[src/sv/assert_macros.svh]
// Assertion macros used by the top level of the life stencil block.
// Needs signals named clk and rst_n in the including scope.
`ifndef ASSERT_MACROS_SVH
`define ASSERT_MACROS_SVH

// expr must hold at every clock edge outside reset
`define LCAS_ASSERT(label, expr, msg) \
    label: assert property (@(posedge clk) disable iff (!rst_n) (expr)) \
        else $error(msg);

// cons must hold at every edge where ante holds
`define LCAS_ASSERT_IMPL(label, ante, cons, msg) \
    label: assert property (@(posedge clk) disable iff (!rst_n) (ante) |-> (cons)) \
        else $error(msg);

`endif

[src/sv/lcas_pkg.sv]
// Package for the life stencil block: reset values, register codes, stage control type.
// No dependencies; used by the result interface, the stencil and the top level of the block.
package lcas_pkg;

    localparam int MAX_WIDTH_DEF  = 128;
    localparam int MAX_HEIGHT_DEF = 64;

    localparam int GRID_WIDTH_RST  = 120;
    localparam int GRID_HEIGHT_RST = 30;
    localparam int MASK_W          = 9;
    // B3/S23: survive on 2 or 3 neighbors, birth on 3
    localparam logic [MASK_W-1:0] SURVIVE_RST = 9'd12;
    localparam logic [MASK_W-1:0] BIRTH_RST   = 9'd8;

    localparam int APB_ADDR_W = 4;
    localparam int APB_DATA_W = 32;

    localparam int OUTQ_DEPTH = 4;

    localparam int OUT_ROW_W_DEF = $clog2(MAX_HEIGHT_DEF);
    localparam int OUT_COL_W_DEF = $clog2(MAX_WIDTH_DEF);

    typedef enum logic [1:0] {
        REG_GRID_WIDTH  = 2'd0,
        REG_GRID_HEIGHT = 2'd1,
        REG_SURVIVE     = 2'd2,
        REG_BIRTH       = 2'd3
    } lcas_reg_t;

    // Control that travels with a cell from the accept stage to the window stage
    typedef struct packed {
        logic valid;      // a cell is in the stage
        logic emit;       // it completes a result
        logic first_row;  // line buffer contents are stale, read as dead
        logic col0;       // first column: window restarts
        logic alive_in;   // incoming cell state (dead past the last row)
        logic last;       // the completed result ends the generation
    } lcas_ctl_t;

endpackage

[src/sv/lcas_in_if.sv]
// Input channel of the life stencil block: one old-generation cell or flush per transfer.
// Depends on nothing but the valid/ready convention.
interface lcas_in_if;
    logic valid;
    logic ready;
    logic kind;
    logic cell_alive;

    modport source (output valid, output kind, output cell_alive, input ready);
    modport sink   (input valid, input kind, input cell_alive, output ready);
endinterface

[src/sv/lcas_out_if.sv]
// Result channel of the life stencil block: one new-generation cell per transfer.
// Widths default from lcas_pkg.
interface lcas_out_if #(
    parameter int ROW_W = lcas_pkg::OUT_ROW_W_DEF,
    parameter int COL_W = lcas_pkg::OUT_COL_W_DEF
);
    logic             valid;
    logic             ready;
    logic             new_alive;
    logic [ROW_W-1:0] out_row;
    logic [COL_W-1:0] out_col;
    logic             last_of_generation;

    modport source (output valid, output new_alive, output out_row, output out_col,
                    output last_of_generation, input ready);
    modport sink   (input valid, input new_alive, input out_row, input out_col,
                    input last_of_generation, output ready);
endinterface

[src/sv/lcas_ram.sv]
// Generic single-write, single-read synchronous RAM with registered read data.
// No dependencies.
module lcas_ram #(
    parameter int WIDTH = 2,
    parameter int DEPTH = 128
) (
    input  logic                     clk,
    input  logic                     we,
    input  logic [$clog2(DEPTH)-1:0] waddr,
    input  logic [WIDTH-1:0]         wdata,
    input  logic                     re,
    input  logic [$clog2(DEPTH)-1:0] raddr,
    output logic [WIDTH-1:0]         rdata
);
    logic [WIDTH-1:0] mem_reg [DEPTH];
    logic [WIDTH-1:0] rdata_reg;

    always_ff @(posedge clk)
    begin
        if (we)
        begin
            mem_reg[waddr] <= wdata;
        end
        if (re)
        begin
            rdata_reg <= mem_reg[raddr];
        end
    end

    assign rdata = rdata_reg;
endmodule

[src/sv/lcas_outq.sv]
// Small register FIFO that holds finished results until the sink takes them.
// No dependencies.
module lcas_outq #(
    parameter int WIDTH = 15,
    parameter int DEPTH = 4
) (
    input  logic                       clk,
    input  logic                       rst_n,
    input  logic                       push,
    input  logic [WIDTH-1:0]           push_data,
    input  logic                       pop,
    output logic                       out_valid,
    output logic [WIDTH-1:0]           out_data,
    output logic [$clog2(DEPTH+1)-1:0] count
);
    localparam int PTR_W = $clog2(DEPTH);
    localparam int CNT_W = $clog2(DEPTH + 1);

    logic [WIDTH-1:0] mem_reg [DEPTH];
    logic [PTR_W-1:0] wr_ptr_reg, wr_ptr_next;
    logic [PTR_W-1:0] rd_ptr_reg, rd_ptr_next;
    logic [CNT_W-1:0] count_reg, count_next;

    always_comb
    begin
        wr_ptr_next = wr_ptr_reg;
        rd_ptr_next = rd_ptr_reg;
        count_next  = count_reg;
        if (push)
        begin
            wr_ptr_next = (wr_ptr_reg == PTR_W'(DEPTH - 1)) ? '0 : wr_ptr_reg + PTR_W'(1);
        end
        if (pop)
        begin
            rd_ptr_next = (rd_ptr_reg == PTR_W'(DEPTH - 1)) ? '0 : rd_ptr_reg + PTR_W'(1);
        end
        count_next = count_reg + CNT_W'(push) - CNT_W'(pop);
    end

    always_ff @(posedge clk or negedge rst_n)
    begin
        if (!rst_n)
        begin
            wr_ptr_reg <= '0;
            rd_ptr_reg <= '0;
            count_reg  <= '0;
        end
        else
        begin
            wr_ptr_reg <= wr_ptr_next;
            rd_ptr_reg <= rd_ptr_next;
            count_reg  <= count_next;
        end
    end

    always_ff @(posedge clk)
    begin
        if (push)
        begin
            mem_reg[wr_ptr_reg] <= push_data;
        end
    end

    assign out_valid = (count_reg != '0);
    assign out_data  = mem_reg[rd_ptr_reg];
    assign count     = count_reg;
endmodule

[src/sv/lcas_stencil.sv]
// 3x3 window stage and rule stage of the life stencil block.
// Uses lcas_pkg (lcas_ctl_t, MASK_W); fed by the top level's line-buffer read stage.
module lcas_stencil #(
    parameter int ROW_W = 6,
    parameter int COL_W = 7
) (
    input  logic                         clk,
    input  logic                         rst_n,
    input  lcas_pkg::lcas_ctl_t          ctl,
    input  logic [2:0]                   col3,
    input  logic [ROW_W-1:0]             row,
    input  logic [COL_W-1:0]             col,
    input  logic [lcas_pkg::MASK_W-1:0]  survive,
    input  logic [lcas_pkg::MASK_W-1:0]  birth,
    output logic                         res_valid,
    output logic                         res_alive,
    output logic [ROW_W-1:0]             res_row,
    output logic [COL_W-1:0]             res_col,
    output logic                         res_last
);
    import lcas_pkg::*;

    // window bits: [2:0] left column, [5:3] center, [8:6] right; bit 0 of a column is top
    logic [8:0]       window_reg, window_next;
    logic [8:0]       eval;
    logic             s2_valid_reg;
    logic [8:0]       s2_eval_reg;
    logic [ROW_W-1:0] s2_row_reg;
    logic [COL_W-1:0] s2_col_reg;
    logic             s2_last_reg;
    logic [3:0]       live;

    function automatic logic [3:0] live_count(input logic [8:0] win);
        logic [3:0] n;
        n = '0;
        for (int i = 0; i < 9; i++)
        begin
            if (i != 4)
            begin
                n = n + 4'(win[i]);
            end
        end
        return n;
    endfunction

    always_comb
    begin
        if (ctl.col0)
        begin
            // previous row's last cell sees a dead column on its right
            eval        = {3'b000, window_reg[8:3]};
            window_next = {col3, 6'b000000};
        end
        else
        begin
            window_next = {col3, window_reg[8:3]};
            eval        = window_next;
        end
    end

    always_ff @(posedge clk or negedge rst_n)
    begin
        if (!rst_n)
        begin
            window_reg   <= '0;
            s2_valid_reg <= 1'b0;
        end
        else
        begin
            if (ctl.valid)
            begin
                window_reg <= window_next;
            end
            s2_valid_reg <= ctl.valid & ctl.emit;
        end
    end

    always_ff @(posedge clk)
    begin
        s2_eval_reg <= eval;
        s2_row_reg  <= row;
        s2_col_reg  <= col;
        s2_last_reg <= ctl.last;
    end

    assign live      = live_count(s2_eval_reg);
    assign res_valid = s2_valid_reg;
    assign res_alive = s2_eval_reg[4] ? survive[live] : birth[live];
    assign res_row   = s2_row_reg;
    assign res_col   = s2_col_reg;
    assign res_last  = s2_last_reg;
endmodule

[src/sv/life_cellular_automaton_step.sv]
// One generation of a life-like automaton (default B3/S23) on a bounded grid with dead
// borders, streamed in raster order. The block takes one cell per clock and keeps that
// rate indefinitely while the result sink keeps up. The two previous rows live in one
// 2-bit-wide line-buffer RAM of MAX_WIDTH entries; each cell reads its column in the
// accept cycle and writes it back in the next cycle, with a forwarding register covering a
// one-cell-wide grid where consecutive cells share an entry. A result is completed by the
// cell one row and one column later and passes the line-buffer and rule registers into the
// output queue; send grid_width+1 flush items after a frame to drain it. A four-entry
// output queue decouples the sink: ready drops only when that queue plus the two cells in
// flight would fill it. The line buffer needs no clearing pass after reset or at frame
// end: its contents are ignored during the first row of every frame. Registers (APB,
// byte address 4*i): grid_width, grid_height, survive_mask, birth_mask. Write them only
// while the block is idle; a geometry write restarts the frame.
`include "assert_macros.svh"

module life_cellular_automaton_step #(
    parameter int MAX_WIDTH  = lcas_pkg::MAX_WIDTH_DEF,
    parameter int MAX_HEIGHT = lcas_pkg::MAX_HEIGHT_DEF
) (
    input  logic                            clk,
    input  logic                            rst_n,
    lcas_in_if.sink                         cells,
    lcas_out_if.source                      results,
    input  logic                            psel,
    input  logic                            penable,
    input  logic                            pwrite,
    input  logic [lcas_pkg::APB_ADDR_W-1:0] paddr,
    input  logic [lcas_pkg::APB_DATA_W-1:0] pwdata,
    output logic [lcas_pkg::APB_DATA_W-1:0] prdata,
    output logic                            pready
);
    import lcas_pkg::*;

    localparam int COL_W = $clog2(MAX_WIDTH);        // column index
    localparam int ROW_W = $clog2(MAX_HEIGHT);       // result row index
    localparam int GW_W  = $clog2(MAX_WIDTH + 1);    // grid_width register
    localparam int GH_W  = $clog2(MAX_HEIGHT + 1);   // grid_height register
    localparam int IR_W  = $clog2(MAX_HEIGHT + 2);   // input row runs to height+1
    localparam int Q_W   = 1 + ROW_W + COL_W + 1;
    localparam int CNT_W = $clog2(OUTQ_DEPTH + 1);
    localparam int CR_W  = $clog2(OUTQ_DEPTH + 3);

    // ---------------- configuration ----------------
    logic [GW_W-1:0]   grid_width_reg;
    logic [GH_W-1:0]   grid_height_reg;
    logic [MASK_W-1:0] survive_reg;
    logic [MASK_W-1:0] birth_reg;
    logic              cfg_wr;
    logic              geo_wr;
    lcas_reg_t         reg_idx;

    assign pready  = 1'b1;
    assign reg_idx = lcas_reg_t'(paddr[APB_ADDR_W-1:2]);
    assign cfg_wr  = psel & penable & pwrite;
    assign geo_wr  = cfg_wr & ((reg_idx == REG_GRID_WIDTH) || (reg_idx == REG_GRID_HEIGHT));

    always_ff @(posedge clk or negedge rst_n)
    begin
        if (!rst_n)
        begin
            grid_width_reg  <= GW_W'(GRID_WIDTH_RST);
            grid_height_reg <= GH_W'(GRID_HEIGHT_RST);
            survive_reg     <= SURVIVE_RST;
            birth_reg       <= BIRTH_RST;
        end
        else if (cfg_wr)
        begin
            case (reg_idx)
                REG_GRID_WIDTH:  grid_width_reg  <= pwdata[GW_W-1:0];
                REG_GRID_HEIGHT: grid_height_reg <= pwdata[GH_W-1:0];
                REG_SURVIVE:     survive_reg     <= pwdata[MASK_W-1:0];
                REG_BIRTH:       birth_reg       <= pwdata[MASK_W-1:0];
                default:         ;
            endcase
        end
    end

    always_comb
    begin
        case (reg_idx)
            REG_GRID_WIDTH:  prdata = APB_DATA_W'(grid_width_reg);
            REG_GRID_HEIGHT: prdata = APB_DATA_W'(grid_height_reg);
            REG_SURVIVE:     prdata = APB_DATA_W'(survive_reg);
            REG_BIRTH:       prdata = APB_DATA_W'(birth_reg);
            default:         prdata = '0;
        endcase
    end

    // geometry in use: clamped to 1..MAX
    logic [GW_W-1:0] w_eff;
    logic [GH_W-1:0] h_eff;

    always_comb
    begin
        if (grid_width_reg == '0)
            w_eff = GW_W'(1);
        else if (grid_width_reg > GW_W'(MAX_WIDTH))
            w_eff = GW_W'(MAX_WIDTH);
        else
            w_eff = grid_width_reg;

        if (grid_height_reg == '0)
            h_eff = GH_W'(1);
        else if (grid_height_reg > GH_W'(MAX_HEIGHT))
            h_eff = GH_W'(MAX_HEIGHT);
        else
            h_eff = grid_height_reg;
    end

    // ---------------- accept stage: raster counters ----------------
    logic [COL_W-1:0] in_col_reg, in_col_next;
    logic [IR_W-1:0]  in_row_reg, in_row_next;
    logic [COL_W-1:0] res_col_reg, res_col_next;
    logic [ROW_W-1:0] res_row_reg, res_row_next;

    logic accept, skip, take, cell_v, emit_a, col_end, res_col_end, res_row_end, last_a;

    assign accept = cells.valid & cells.ready;
    // a flush at the very start of a frame is dropped without effect
    assign skip   = cells.kind & (in_row_reg == '0) & (in_col_reg == '0);
    assign take   = accept & ~skip;
    // flushes and cells past the last row enter as dead
    assign cell_v = ~cells.kind & (in_row_reg < IR_W'(h_eff)) & cells.cell_alive;
    assign emit_a = (in_row_reg >= IR_W'(2)) |
                    ((in_row_reg == IR_W'(1)) & (in_col_reg != '0));

    assign col_end     = (GW_W'(in_col_reg) + GW_W'(1)) >= w_eff;
    assign res_col_end = (GW_W'(res_col_reg) + GW_W'(1)) >= w_eff;
    assign res_row_end = (GH_W'(res_row_reg) + GH_W'(1)) >= h_eff;
    assign last_a      = emit_a & res_row_end & res_col_end;

    always_comb
    begin
        in_col_next  = in_col_reg;
        in_row_next  = in_row_reg;
        res_col_next = res_col_reg;
        res_row_next = res_row_reg;
        if (geo_wr || (take && last_a))
        begin
            // frame restarts; line buffer is masked during the next first row
            in_col_next  = '0;
            in_row_next  = '0;
            res_col_next = '0;
            res_row_next = '0;
        end
        else if (take)
        begin
            if (col_end)
            begin
                in_col_next = '0;
                in_row_next = in_row_reg + IR_W'(1);
            end
            else
            begin
                in_col_next = in_col_reg + COL_W'(1);
            end
            if (emit_a)
            begin
                if (res_col_end)
                begin
                    res_col_next = '0;
                    res_row_next = res_row_reg + ROW_W'(1);
                end
                else
                begin
                    res_col_next = res_col_reg + COL_W'(1);
                end
            end
        end
    end

    always_ff @(posedge clk or negedge rst_n)
    begin
        if (!rst_n)
        begin
            in_col_reg  <= '0;
            in_row_reg  <= '0;
            res_col_reg <= '0;
            res_row_reg <= '0;
        end
        else
        begin
            in_col_reg  <= in_col_next;
            in_row_reg  <= in_row_next;
            res_col_reg <= res_col_next;
            res_row_reg <= res_row_next;
        end
    end

    // ---------------- line-buffer read-modify-write ----------------
    // entry bit 0: row two above the input, bit 1: row just above
    lcas_ctl_t        s1_ctl_reg;
    logic [COL_W-1:0] s1_addr_reg;
    logic [ROW_W-1:0] s1_row_reg;
    logic [COL_W-1:0] s1_col_reg;
    logic             fwd_hit_reg;
    logic [1:0]       fwd_data_reg;
    logic [1:0]       ram_rdata, rd_raw, rd_eff, ram_wdata;
    logic [2:0]       col3;

    lcas_ram #(
        .WIDTH (2),
        .DEPTH (MAX_WIDTH)
    ) u_line_ram (
        .clk   (clk),
        .we    (s1_ctl_reg.valid),
        .waddr (s1_addr_reg),
        .wdata (ram_wdata),
        .re    (take),
        .raddr (in_col_reg),
        .rdata (ram_rdata)
    );

    // back-to-back hit on the same entry (one-column grid): RAM data is one write late
    assign rd_raw    = fwd_hit_reg ? fwd_data_reg : ram_rdata;
    assign rd_eff    = s1_ctl_reg.first_row ? 2'b00 : rd_raw;
    assign ram_wdata = {s1_ctl_reg.alive_in, rd_eff[1]};
    assign col3      = {s1_ctl_reg.alive_in, rd_eff};

    always_ff @(posedge clk or negedge rst_n)
    begin
        if (!rst_n)
        begin
            s1_ctl_reg  <= '0;
            fwd_hit_reg <= 1'b0;
        end
        else
        begin
            s1_ctl_reg.valid     <= take;
            s1_ctl_reg.emit      <= emit_a;
            s1_ctl_reg.first_row <= (in_row_reg == '0);
            s1_ctl_reg.col0      <= (in_col_reg == '0);
            s1_ctl_reg.alive_in  <= cell_v;
            s1_ctl_reg.last      <= last_a;
            fwd_hit_reg          <= take & s1_ctl_reg.valid & (s1_addr_reg == in_col_reg);
        end
    end

    always_ff @(posedge clk)
    begin
        s1_addr_reg  <= in_col_reg;
        s1_row_reg   <= res_row_reg;
        s1_col_reg   <= res_col_reg;
        fwd_data_reg <= ram_wdata;
    end

    // ---------------- window and rule ----------------
    logic             res_valid, res_alive, res_last;
    logic [ROW_W-1:0] res_row;
    logic [COL_W-1:0] res_col;

    lcas_stencil #(
        .ROW_W (ROW_W),
        .COL_W (COL_W)
    ) u_stencil (
        .clk       (clk),
        .rst_n     (rst_n),
        .ctl       (s1_ctl_reg),
        .col3      (col3),
        .row       (s1_row_reg),
        .col       (s1_col_reg),
        .survive   (survive_reg),
        .birth     (birth_reg),
        .res_valid (res_valid),
        .res_alive (res_alive),
        .res_row   (res_row),
        .res_col   (res_col),
        .res_last  (res_last)
    );

    // ---------------- output queue ----------------
    logic             q_valid, q_pop;
    logic [Q_W-1:0]   q_data;
    logic [CNT_W-1:0] q_count;
    logic [CR_W-1:0]  credit_sum;

    assign q_pop = q_valid & results.ready;

    lcas_outq #(
        .WIDTH (Q_W),
        .DEPTH (OUTQ_DEPTH)
    ) u_outq (
        .clk       (clk),
        .rst_n     (rst_n),
        .push      (res_valid),
        .push_data ({res_alive, res_row, res_col, res_last}),
        .pop       (q_pop),
        .out_valid (q_valid),
        .out_data  (q_data),
        .count     (q_count)
    );

    assign results.valid              = q_valid;
    assign results.new_alive          = q_data[Q_W-1];
    assign results.out_row            = q_data[Q_W-2 -: ROW_W];
    assign results.out_col            = q_data[COL_W:1];
    assign results.last_of_generation = q_data[0];

    // reserve a queue slot for every result still in flight
    assign credit_sum  = CR_W'(q_count) + CR_W'(s1_ctl_reg.valid & s1_ctl_reg.emit)
                       + CR_W'(res_valid);
    assign cells.ready = credit_sum < CR_W'(OUTQ_DEPTH);

    // ---------------- assertions ----------------
    // head of the queue sits at the bottom-right cell of the grid
    logic at_corner;

    assign at_corner = (q_data[COL_W:1] == COL_W'(w_eff - GW_W'(1))) &&
                       (q_data[Q_W-2 -: ROW_W] == ROW_W'(h_eff - GH_W'(1)));

    `LCAS_ASSERT_IMPL(a_outq_no_overflow, res_valid, q_count < CNT_W'(OUTQ_DEPTH), "output queue overflow")
    `LCAS_ASSERT_IMPL(a_fwd_col0_only, fwd_hit_reg, s1_addr_reg == '0, "forward hit off column zero")
    `LCAS_ASSERT(a_in_row_bound, in_row_reg <= IR_W'(h_eff) + IR_W'(1), "input row past drain row")
    `LCAS_ASSERT_IMPL(a_last_at_corner, q_valid && q_data[0], at_corner, "last result off corner")

endmodule
[src/flat_wrapper.sv]
// flat-port wrapper written by rule: the top's interface ports become plain ports
module life_cellular_automaton_step_flat import lcas_pkg::*;
#(
    parameter int MAX_WIDTH  = lcas_pkg::MAX_WIDTH_DEF,
    parameter int MAX_HEIGHT = lcas_pkg::MAX_HEIGHT_DEF
)
  (clk, rst_n, psel, penable, pwrite, paddr, pwdata, prdata, pready, cells_valid, cells_kind, cells_cell_alive, cells_ready, results_valid, results_new_alive, results_out_row, results_out_col, results_last_of_generation, results_ready);
  lcas_in_if cells_i ();
  lcas_out_if results_i ();
  input  logic clk;
  input  logic rst_n;
  input  logic psel;
  input  logic penable;
  input  logic pwrite;
  input  logic [lcas_pkg::APB_ADDR_W-1:0] paddr;
  input  logic [lcas_pkg::APB_DATA_W-1:0] pwdata;
  output logic [lcas_pkg::APB_DATA_W-1:0] prdata;
  output logic pready;
  input wire logic [$bits(cells_i.valid)-1:0] cells_valid;
  input wire logic [$bits(cells_i.kind)-1:0] cells_kind;
  input wire logic [$bits(cells_i.cell_alive)-1:0] cells_cell_alive;
  output wire logic [$bits(cells_i.ready)-1:0] cells_ready;
  output wire logic [$bits(results_i.valid)-1:0] results_valid;
  output wire logic [$bits(results_i.new_alive)-1:0] results_new_alive;
  output wire logic [$bits(results_i.out_row)-1:0] results_out_row;
  output wire logic [$bits(results_i.out_col)-1:0] results_out_col;
  output wire logic [$bits(results_i.last_of_generation)-1:0] results_last_of_generation;
  input wire logic [$bits(results_i.ready)-1:0] results_ready;
  assign cells_i.valid = cells_valid;
  assign cells_i.kind = cells_kind;
  assign cells_i.cell_alive = cells_cell_alive;
  assign cells_ready = cells_i.ready;
  assign results_valid = results_i.valid;
  assign results_new_alive = results_i.new_alive;
  assign results_out_row = results_i.out_row;
  assign results_out_col = results_i.out_col;
  assign results_last_of_generation = results_i.last_of_generation;
  assign results_i.ready = results_ready;
  life_cellular_automaton_step #(.MAX_WIDTH(MAX_WIDTH), .MAX_HEIGHT(MAX_HEIGHT)) u_core (.clk(clk), .rst_n(rst_n), .cells(cells_i), .results(results_i), .psel(psel), .penable(penable), .pwrite(pwrite), .paddr(paddr), .pwdata(pwdata), .prdata(prdata), .pready(pready));
endmodule
[config.mk]
export PLATFORM = sky130hd
export DESIGN_NAME = life_cellular_automaton_step_flat
export DESIGN_NICKNAME = d
export VERILOG_FILES = /design/src/sv/lcas_pkg.sv /design/src/sv/lcas_in_if.sv /design/src/sv/lcas_out_if.sv /design/src/sv/lcas_ram.sv /design/src/sv/lcas_outq.sv /design/src/sv/lcas_stencil.sv /design/src/sv/life_cellular_automaton_step.sv /design/src/flat_wrapper.sv
export VERILOG_INCLUDE_DIRS = /design/src /design/src/sv
export SDC_FILE = /design/constraint.sdc
export NUM_CORES = 1
export LEC_CHECK = 0
export BUFFER_PORTS_ARGS = -buffer_cell sky130_fd_sc_hd__buf_2
export CORE_MARGIN = 8
export CORE_UTILIZATION = 61
export DETAILED_ROUTE_END_ITERATION = 7
export PLACE_DENSITY_LB_ADDON = 0.08
export SYNTH_ARGS = -nofsm -noshare
export SYNTH_HDL_FRONTEND = slang
export SYNTH_SLANG_ARGS = --single-unit
[constraint.sdc]
create_clock -name clk -period 5.53 [get_ports clk]
set_input_delay 0.8295 -clock clk [delete_from_list [all_inputs] [get_ports clk]]
set_output_delay 0.8295 -clock clk [all_outputs]
set_load 0.02 [all_outputs]
==> metrics.md, run 1 <==
| Metric | Value |
|---|---|
| Status | `completed` |
| Max-slew headroom | `0.156` |
| Grt total ovfl | `0` |
| Clock sink count | `about 440` |
| Setup Total Neg Slack | `0 ns` |
| DIE AREA | `37300 µm²` |
| Final slew viol count | `0` |
| Htree depth | `2` |
| Routed wire length | `around 40000 µm` |
| N_diodes | `0` |
| Layout fillers | `2242` |
| DRC | `0` |
| Row count | `65` |
| Power, Total | `about 11000 µW` |
| Reg clk slew, reported paths | `0.06 ns` |
| Die height | `between 150 and 200 µm` |
| Via count of the routed design | `around 11000` |
| Sequential area share after synthesis | `0.653` |
| Share of cells above drive strength 1 | `0.194` |
| Antenna viol nets, final | `0` |
| Die width | `a little under 200 µm` |
| CP Launch Type | `flip-flop` |
| Number of synthesized flops with an enable pin | `between 300 and 400` |
| Post-CTS setup buffer count | `0` |
| Hold WC Path Type | `in -> async` |
| Max reg flops | `around 260` |
| Dpl hpwl | `roughly 25000 µm` |
| Number of max-cap violations | `0` |
| Maximum clock path buffer count | `3` |
| Worst slew pin tran | `around 1.3 ns` |
| Root buffer cell | `clkbuf_16` |
| IO buf count | `between 40 and 50` |
| Min Tclk post-route | `about 4.4 ns` |
| Initial antenna violation count | `0` |
| Period Utilization, post-route | `0.796` |
| Final hold vios | `0` |
| Global-route wire length before repair | `about 60000 µm` |
| Final Util | `0.675` |
| Core Region | `~31000 µm²` |
| Clk Latency, worst-skew pair | `0.56 ns` |
| CTS tree | `done` |
| CP Capture Type | `flip-flop` |
| Pleak | `around 0.0076 µW` |
| Max frequency | `between 0.2 and 0.25 GHz` |
| DRT Pass-1 Iters | `4` |
| Cts bufs inserted | `45` |
| # resized after CTS | `0` |
| Critical Setup Path Class | `reg -> reg` |
| Library cells used by synthesis | `73` |
| Endpoints failing setup | `0` |
| RSZ-0062 raised after global routing | `false` |
| Cells after Synth | `between 1000 and 1500` |
| Vias in the first global route | `roughly 11000` |
| DR vias/cell | `roughly 6` |
| Max IR drop VDD | `about 0.33 mV` |
| Starting density of the core | `0.612` |
| Layout Area Growth over Synthesis | `10.2%` |
| PwrDens | `around 510 nW/µm²` |
| Final Wtd Congestion | `0.810` |
| Crit path DAT | `around 4.6 ns` |
| Global Route Usage Sum | `0.215` |
| WL per Instance | `22.1 µm` |
| Mapped Avg Cell Area | `about 15 µm²` |
| Largest net degree at the start of global routing | `81` |
| Synth warnings | `0` |
| Worst endpoint required time | `about 5.7 ns` |
| FF+latch count, synth | `around 440` |
| Nets | `about 1400` |
| CTS hold repair buffers | `0` |
| Max Clock Skew | `around 0.028 ns` |
| Syn Std Cell Area | `roughly 19000 µm²` |
| Crit Path Max Fanout | `5` |
| Dominant synthesized flop cell | `edfxtp_1` |
| Async S/R FF share, synth | `0.182` |
| DR iter-0 viols | `around 840` |
| I/O Pins | `95` |
==> path summary, 6_finish.rpt <==
path	endpoint	slack, ns	startpoint	cells past startpoint
worst max-delay path	u_core.u_outq.mem_reg[1][14]	1.13	u_core.u_stencil.s2_eval_reg[0]	11
worst min register to register	u_core.u_stencil.res_col[0]	0.33	u_core.s1_col_reg[0]	0
worst max register to register	u_core.u_outq.mem_reg[1][14]	1.13	u_core.u_stencil.s2_eval_reg[0]	11
max in group asynchronous	u_core.col3[2]	4.20	rst_n	2
min in group clk	u_core.u_stencil.res_col[0]	0.33	u_core.s1_col_reg[0]	0
worst min-delay path	u_core.u_outq.wr_ptr_reg[1]	0.18	rst_n	1
==> report_power, final <==
part | internal (µW) | leakage, µW | total, µW | switching (µW)
clock | 1680 | 0.000702 | 2900 | 1230
sequential | 4200 | 0.00428 | 4600 | 402
combinational | 1370 | 0.00265 | 3190 | 1830
==> cell families (layout without fill, tap and decap cells) <==
group | after synthesis | count (layout) | share of synthesized area
xor gates and xnor gates | 25 | 25 | 0.0115
adders and majority gates | 53 | 53 | 0.0366
buffers and inverters | 117 | 178 | 0.0296
other | 2 | 24 | 0.000393
AOI/OAI and AO/OA | 127 | 127 | 0.0474
DFF | 444 | 444 | 0.653
muxes | 161 | 161 | 0.133
and+or+nand+nor | 360 | 360 | 0.0878
==> stage by stage <==
step,hold slack (ns),instance area (µm²),setup slack [ns],std cells
2_1_floorplan,0.310,19200,1.19,1311
3_3_place_gp,0.314,19600,1.12,1692
5_1_grt,0.189,21100,0.962,1774
4_1_cts,0.174,21100,1.07,1774
3_5_place_dp,0.316,19600,1.06,1692
6_report,0.181,21100,1.13,1774
==> cells in the mapped netlist (19+ instances only) <==
cell type  instances  area [µm²]
nand3_1           33         165
clkbuf_1          34         128
mux2_2            40         450
dfrtp_1           70        1750
o21ai_0           22         110
a21oi_1           25         125
inv_1             34         128
dfxtp_1           45         901
buf_4             29         218
nor2_1           160         601
ha_1              48         601
nor2b_1           25         156
nand2_1           69         259
mux4_2            71        1600
edfxtp_1         318        9550
xnor2_1           19         166
mux2i_1           49         490
==> layout make-up <==
| class | instances | area (µm²) | share of cell area |
|---|---|---|---|
| inverters | 36 | 135 | 0.00641 |
| flip-flops and latches | 444 | 12500 | 0.593 |
| well taps | 402 | 503 | 0.0239 |
| clock inverters | 20 | 181 | 0.00861 |
| repair buffers | 60 | 340 | 0.0162 |
| multi-input cells | 750 | 6160 | 0.292 |
| clock buffers | 62 | 1250 | 0.0593 |
==> worst max-delay path, stage by stage, from the launching register on <==
cell     delay (ns)
dfxtp_1        0.31
fa_1           0.53
inv_1          0.05
fa_1           0.45
fa_1           0.49
inv_1          0.05
ha_1           0.20
fa_1           0.64
mux4_2         0.54
mux4_2         0.47
nand2_1        0.08
o21ai_0        0.27
==> placed cells by master (no fill, tap or decap), types with 12 or more instances in the layout <==
| master | instances |
|---|---|
| edfxtp_1 | 318 |
| dfrtp_1 | 67 |
| ha_1 | 48 |
| dfxtp_1 | 45 |
| conb_1 | 24 |
| mux2_2 | 40 |
| o21ai_0 | 22 |
| xnor2_1 | 19 |
| clkbuf_16 | 45 |
| a22oi_1 | 12 |
| buf_4 | 16 |
| inv_1 | 34 |
| a21oi_1 | 25 |
| mux2i_1 | 49 |
| buf_2 | 44 |
| nand2_1 | 69 |
| nor3_1 | 15 |
| nor2_1 | 159 |
| mux4_2 | 71 |
| nor2b_1 | 25 |
| nand3_1 | 33 |
==> routing by layer <==
metal  routed length, µm  global-route usage  part of all wire
met1               15900               0.277              0.40
met2               19900               0.369              0.51
met3                2370              0.0405             0.060
met4                1100              0.0654             0.028
met5                   0                   0                 0
Note: power is estimated with default switching activity, not from simulation.
==> run 2: changes to the inputs <==
--- a/config.mk
+++ b/config.mk
@@ -8,7 +8,7 @@
 export LEC_CHECK = 0
 export BUFFER_PORTS_ARGS = -buffer_cell sky130_fd_sc_hd__buf_2
 export CORE_MARGIN = 8
-export CORE_UTILIZATION = 61
+export CORE_UTILIZATION = 55
 export DETAILED_ROUTE_END_ITERATION = 7
 export PLACE_DENSITY_LB_ADDON = 0.08
 export SYNTH_ARGS = -nofsm -noshare
==> constraint.sdc (replaced) <==
create_clock -name clk -period 3.7 [get_ports clk]
set_input_delay 0.555 -clock clk [delete_from_list [all_inputs] [get_ports clk]]
set_output_delay 0.555 -clock clk [all_outputs]
set_load 0.02 [all_outputs]
==> metrics.md, run 2 (synthesis gave the netlist of run 1 again) <==
| Metric | Value |
|---|---|
| Endpoints failing setup | `4 (+4)` |
| Slowest CP cell | `fa_2` |
| Die width | `202 µm (+4.9%)` |
| Die height | `202 µm (+4.9%)` |
| DR vias/cell | `5.85 (-2.9%)` |
| IO buf count | `45 (unchanged)` |
| Starting density of the core | `0.556 (-0.0560)` |
| Delay-heaviest family, CP | `adder cells` |
| R2R depth | `11 (unchanged)` |
| Worst reg2reg path startpoint | `u_core.u_stencil.s2_eval_reg[0]` |
| Period Utilization, post-route | `1.10 (+0.302)` |
| Worst R2R End | `u_core.u_outq.mem_reg[1][14]` |
| DR iter-0 viols | `570 (-32%)` |
| Max Clock Skew | `0.0127 ns (-0.0148 ns)` |
| Commonest non-fill, non-tap cells in the layout | `318 x edfxtp_1, 159 x nor2_1, 71 x mux4_2` |
| Slowest stage delay, CP | `0.60 ns (-0.04 ns)` |
| Final Wtd Congestion | `0.806 (-0.47%)` |
| Crit-path most repeated cell | `fa_1` |
| Grt total ovfl | `0 (unchanged)` |
| Pleak | `0.00769 µW (+0.87%)` |
| Min Tclk post-route | `4.06 ns (-0.341 ns)` |
| CP endpoint | `u_core.u_outq.mem_reg[1][14]` |
| Final worst setup slack | `-0.363 ns (-1.49 ns)` |
| Buf/Inv on CP | `2 (unchanged)` |
| PwrDens | `769 nW/µm² (+51%)` |
| Via count of the routed design | `10771 (+0.76%)` |
| Global-route wire length before repair | `63600 µm (+4.0%)` |
| Failing checks | `setup timing` |
| Layout Area Growth over Synthesis | `11.5%` |
| Core Region | `34400 µm² (+10%)` |
| CTS tree | `done` |
| Placement Setup Slack | `-0.433 ns (-1.49 ns)` |
| Max reg flops | `256 (unchanged)` |
| DRC | `0 (unchanged)` |
| Critical Setup Path Class | `reg -> reg` |
| Cts bufs inserted | `46 (+2.2%)` |
| Crit. path cell count | `11 (unchanged)` |
| Nets | `1447 (+0.84%)` |
| Final hold vios | `0 (unchanged)` |
| Status | `finished, violations left` |
| CTS hold repair buffers | `0 (unchanged)` |
| DIE AREA | `41000 µm² (+10%)` |
| Crit-path cells | `fa_1, inv_1, fa_1, fa_1, inv_1, ha_2, fa_2, mux4_2, mux4_2, nand2_2, o21ai_4` |
| WL per Instance | `22.0 µm (-0.52%)` |
| CP Capture Type | `flip-flop` |
| Final Util | `0.620 (-0.0546)` |
| Final Non-Filler Cells | `1841 (+3.8%)` |
| N_diodes | `0 (unchanged)` |
| Worst slew pin tran | `1.28 ns (+0.0291 ns)` |
| Reg clk slew, reported paths | `0.06 ns (about the same)` |
| Largest net degree at the start of global routing | `131 (+62%)` |
| Vias in the first global route | `11039 (+1.0%)` |
| Register area | `12500 µm² (unchanged)` |
| Number of max-cap violations | `0 (unchanged)` |
| Worst endpoint required time | `4.00 ns (-1.73 ns)` |
| Row count | `68 (+4.6%)` |
| Max IR drop VDD | `0.552 mV (+67%)` |
| Most common cell after layout, fill and taps aside | `edfxtp_1` |
| Routed wire length | `40500 µm (+3.2%)` |
| Max-slew headroom | `0.136 (-0.0196)` |
| Antenna viol nets, final | `0 (unchanged)` |
| Post-CTS setup buffer count | `0 (unchanged)` |
| Placed Instances | `1756 (+3.8%)` |
| Final Cell Area | `21300 µm² (+1.2%)` |
| Maximum clock path buffer count | `3 (unchanged)` |
| Share of cells above drive strength 1 | `0.202 (+0.00814)` |
| Crit path DAT | `4.37 ns (-0.24 ns)` |
| Layout fillers | `2649 (+18%)` |
| RSZ-0062 raised after global routing | `true` |
| Root buffer cell | `clkbuf_16` |
| Max frequency | `0.246 GHz (+8.4%)` |
| Initial antenna violation count | `0 (unchanged)` |
| Final slew viol count | `0 (unchanged)` |
| Clk Latency, worst-skew pair | `0.56 ns (about the same)` |
| Global Route Usage Sum | `0.198 (-0.0167)` |
| Clock sink count | `444 (unchanged)` |
| DRT Pass-1 Iters | `5 (+1)` |
| Worst R2R Setup Slack | `-0.36 ns (-1.49 ns)` |
| Htree depth | `2 (unchanged)` |
| Crit path from | `u_core.u_stencil.s2_eval_reg[0]` |
| Crit Path Max Fanout | `4 (-1)` |
| Area of the multi-input gates | `6180 µm² (+0.30%)` |
| Dpl hpwl | `26100 µm (+4.5%)` |
| Hold WC Path Type | `in -> async` |
| DP Area | `19800 µm² (+0.93%)` |
| CP Launch Type | `flip-flop` |
| I/O Pins | `95 (unchanged)` |
[run 2: layout make-up]
class,count,area share
multi-input combinational,750,0.290
inverter,36,0.00634
clock inverter,20,0.00933
sequential,444,0.586
tap,455,0.0267
clock buffer,65,0.0602
timing repair buffer,71,0.0210
[run 2: per-stage QoR]
step                      setup TNS, ns  hold slack [ns]  power [µW]
after global routing              -1.90            0.167       17300
after global placement            -1.44            0.314       11900
after floorplan                   -1.00            0.259       10500
after detailed placement          -1.73            0.315       12000
final                             -1.45            0.103       16400
after CTS                         -1.52            0.139       16600
[run 2: routing by layer]
layer	wire, µm	track usage	share of wire
met3	2280	0.0400	0.056
met2	20200	0.335	0.50
met1	17100	0.258	0.42
met4	936	0.0583	0.023
met5	0	0	0
[run 2: how the worst min path moves through the flow]
stage | slack (ns) | depth (start not counted) | to
global route | 0.17 | 1 | u_core.u_outq.rd_ptr_reg[0]
finish | 0.10 | 1 | u_core.u_outq.rd_ptr_reg[0]
global placement | 0.31 | 0 | u_core.u_stencil.res_row[4]
CTS | 0.14 | 1 | u_core.u_outq.rd_ptr_reg[0]
floorplan | 0.26 | 0 | u_core.birth_reg[0]
detailed placement | 0.32 | 0 | u_core.u_stencil.res_row[4]
[run 2: timing repair]
action	in CTS	in global routing
pin swaps	1	0
resized for setup	2	0
gates cloned	0	0
hold endpoints to repair	0	0
setup endpoints to repair	4	4
[run 2: worst reg2reg max path: stages, from the launching register on]
cell	delay, ns
dfxtp_1	0.31
fa_1	0.52
inv_1	0.05
fa_1	0.45
fa_1	0.49
inv_1	0.04
ha_2	0.18
fa_2	0.61
mux4_2	0.52
mux4_2	0.48
nand2_2	0.09
o21ai_4	0.08
[run 2: where the power goes]
| group | total (µW) | switching, µW | internal (µW) |
|---|---|---|---|
| Sequential | 6810 | 528 | 6280 |
| Combinational | 5110 | 2900 | 2210 |
| Clock | 4470 | 1840 | 2640 |
| Total | 16400 | 5260 | 11100 |
==> run 3: changes to the inputs <==
--- a/config.mk
+++ b/config.mk
@@ -10,6 +10,7 @@
 export CORE_MARGIN = 8
 export CORE_UTILIZATION = 55
 export DETAILED_ROUTE_END_ITERATION = 7
+export GPL_TIMING_DRIVEN = 0
 export PLACE_DENSITY_LB_ADDON = 0.08
 export SYNTH_ARGS = -nofsm -noshare
 export SYNTH_HDL_FRONTEND = slang
==> metrics.md, run 3 (synthesis gave the netlist of run 1 again) <==
| Metric | Value |
|---|---|
| Status | `finished, violations left` |
| Failing checks | `setup timing` |
| Final Util | `0.630 (+0.00965)` |
| Final Wtd Congestion | `0.899 (+12%)` |
| PwrDens | `773 nW/µm² (+0.58%)` |
| Core Region | `34400 µm² (unchanged)` |
| Critical Setup Path Class | `reg -> reg` |
| RSZ-0062 raised after global routing | `true` |
| Initial antenna violation count | `0 (unchanged)` |
| Endpoints failing setup | `4 (unchanged)` |
| Max Clock Skew | `0.0168 ns (+0.00407 ns)` |
| Period Utilization, post-route | `1.11 (+0.0148)` |
| Crit. path cell count | `11 (unchanged)` |
| I/O Pins | `95 (unchanged)` |
| IO buf count | `44 (-2.2%)` |
| Die height | `202 µm (unchanged)` |
| WL per Instance | `23.3 µm (+5.8%)` |
| Crit path from | `u_core.u_stencil.s2_eval_reg[0]` |
| Max frequency | `0.243 GHz (-1.3%)` |
| Antenna viol nets, final | `0 (unchanged)` |
| Max reg flops | `256 (unchanged)` |
| Maximum clock path buffer count | `3 (unchanged)` |
| Grt total ovfl | `0 (unchanged)` |
| Max IR drop VDD | `0.480 mV (-13%)` |
| Reg clk slew, reported paths | `0.06 ns (about the same)` |
| DIE AREA | `41000 µm² (unchanged)` |
| Hold WC Path Type | `in -> reg` |
| Crit Path Max Fanout | `5 (+1)` |
| CP Capture Type | `flip-flop` |
| Setup Total Neg Slack | `-1.67 ns (-0.219 ns)` |
| Vias in the first global route | `11285 (+2.2%)` |
| DRC | `0 (unchanged)` |
| Worst R2R End | `u_core.u_outq.mem_reg[1][14]` |
| Most common cell after layout, fill and taps aside | `edfxtp_1` |
| Final slew viol count | `0 (unchanged)` |
| DR vias/cell | `5.87 (+0.31%)` |
| Starting density of the core | `0.556 (unchanged)` |
| Worst endpoint required time | `3.99 ns (about the same)` |
| Crit-path cells | `fa_1, inv_1, fa_1, fa_1, inv_2, ha_4, fa_2, mux4_2, mux4_2, nand2_2, o21ai_4` |
| Final hold vios | `0 (unchanged)` |
| Root buffer cell | `clkbuf_16` |
| Worst reg2reg path startpoint | `u_core.u_stencil.s2_eval_reg[0]` |
| Buf/Inv on CP | `2 (unchanged)` |
| Nets | `1506 (+4.1%)` |
| Slowest stage delay, CP | `0.61 ns (about the same)` |
| Clock sink count | `444 (unchanged)` |
| N_diodes | `0 (unchanged)` |
| DR iter-0 viols | `813 (+43%)` |
| Dpl hpwl | `29800 µm (+14%)` |
| Row count | `68 (unchanged)` |
| Crit-path most repeated cell | `fa_1` |
| Max-slew headroom | `0.320 (+0.184)` |
| Via count of the routed design | `11151 (+3.5%)` |
| CP endpoint | `u_core.u_outq.mem_reg[1][14]` |
| DRT Pass-1 Iters | `6 (+1)` |
| CTS tree | `done` |
| Routed wire length | `44200 µm (+9.1%)` |
| Global-route wire length before repair | `67600 µm (+6.3%)` |
| Htree depth | `2 (unchanged)` |
| Global Route Usage Sum | `0.217 (+0.0183)` |
| Clk Latency, worst-skew pair | `0.57 ns (about the same)` |
| Layout Area Growth over Synthesis | `13.2%` |
| Number of max-cap violations | `0 (unchanged)` |
| Worst slew pin tran | `1.01 ns (-0.273 ns)` |
| Crit path DAT | `4.41 ns (+0.04 ns)` |
| Pleak | `0.00789 µW (+2.6%)` |
| CP Launch Type | `flip-flop` |
| Worst R2R Setup Slack | `-0.42 ns (-0.05 ns)` |
| Delay-heaviest family, CP | `adder cells` |
| Layout fillers | `2638 (-0.42%)` |
| Final worst setup slack | `-0.418 ns (-0.0548 ns)` |
| Slowest CP cell | `fa_2` |
| Min Tclk post-route | `4.12 ns (+0.0548 ns)` |
| R2R depth | `11 (unchanged)` |
| Largest net degree at the start of global routing | `99 (-24%)` |
| Die width | `202 µm (unchanged)` |
| Share of cells above drive strength 1 | `0.209 (+0.00698)` |
| Cts bufs inserted | `45 (-2.2%)` |
| Commonest non-fill, non-tap cells in the layout | `318 x edfxtp_1, 159 x nor2_1, 71 x mux4_2` |
[run 3: changes by cell type in the layout (fill, tap and decap cells not counted), moves of 2 or more]
cell	change
buf_1	+6
buf_12	+2
buf_16	+2
buf_2	+7
buf_4	+8
buf_6	+2
clkbuf_1	+27
clkbuf_2	+2
clkbuf_8	-3
clkinv_1	+4
clkinv_2	+6
clkinvlp_4	-4
[run 3: power by group]
part	internal, µW	switching [µW]
clock	2590	1850
combinational	2320	3310
sequential	6270	396
total	11200	5560
[run 3: timing repair]
| action | in CTS | in global routing |
|---|---|---|
| buffers inserted | 0 | 3 |
| resized for setup | 11 | 10 |
| setup endpoints to repair | 31 | 18 |
| pin swaps | 1 | 2 |
| hold buffers | 1 | 0 |
| hold endpoints to repair | 18 | 0 |
| gates cloned | 0 | 0 |
[run 3: worst min-delay path by stage]
stage / start / endpoint / slack, ns / cells past startpoint
after floorplan: rst_n / u_core.birth_reg[0] / 0.26 / 0
after global placement: u_core.s1_col_reg[6] / u_core.u_stencil.res_col[6] / 0.31 / 0
after detailed placement: u_core.s1_col_reg[6] / u_core.u_stencil.res_col[6] / 0.32 / 0
after CTS: pwdata[8] / u_core.survive_reg[8] / 0.22 / 2
after global routing: pwdata[8] / u_core.survive_reg[8] / 0.24 / 2
final: pwdata[8] / u_core.birth_reg[8] / 0.24 / 2
[run 3: per-layer routing]
metal,share of wire,global-route usage,up-vias
li1,-,-,5071
met1,0.40,0.282,5587
met2,0.49,0.358,380
met3,0.063,0.0355,113
met4,0.041,0.0940,0
met5,0,0,-
[run 3: through the flow]
step / std cells / cell area, µm² / setup slack (ns) / hold slack, ns / total power [µW]
5_1_grt: 1900 / 21600 / -0.528 / 0.239 / 17600
2_1_floorplan: 1311 / 19200 / -0.251 / 0.259 / 10500
6_report: 1900 / 21600 / -0.418 / 0.243 / 16700
4_1_cts: 1898 / 21600 / -0.439 / 0.221 / 16800
3_3_place_gp: 1810 / 20000 / -1.12 / 0.313 / 12200
3_5_place_dp: 1815 / 20100 / -0.809 / 0.316 / 12300
[run 3: cell type report]
cell class                 count  area [µm²]  share of cell area
buffer                        78         445              0.0206
clock buffer                  60        1260              0.0580
clock inverter                24         185             0.00855
inverter                      36         135             0.00624
multi-input combinational    750        6190               0.286
sequential                   444       12500               0.577
tap                          455         569              0.0263
timing repair buffer          53         370              0.0171
[run 3: worst register-to-register path: stages, from the launching register on]
cell and delay [ns]:
dfxtp_2 0.32, fa_1 0.52, inv_1 0.05, fa_1 0.46, fa_1 0.51, inv_2 0.04, ha_4 0.15, fa_2 0.61
mux4_2 0.51, mux4_2 0.49, nand2_2 0.09, o21ai_4 0.10
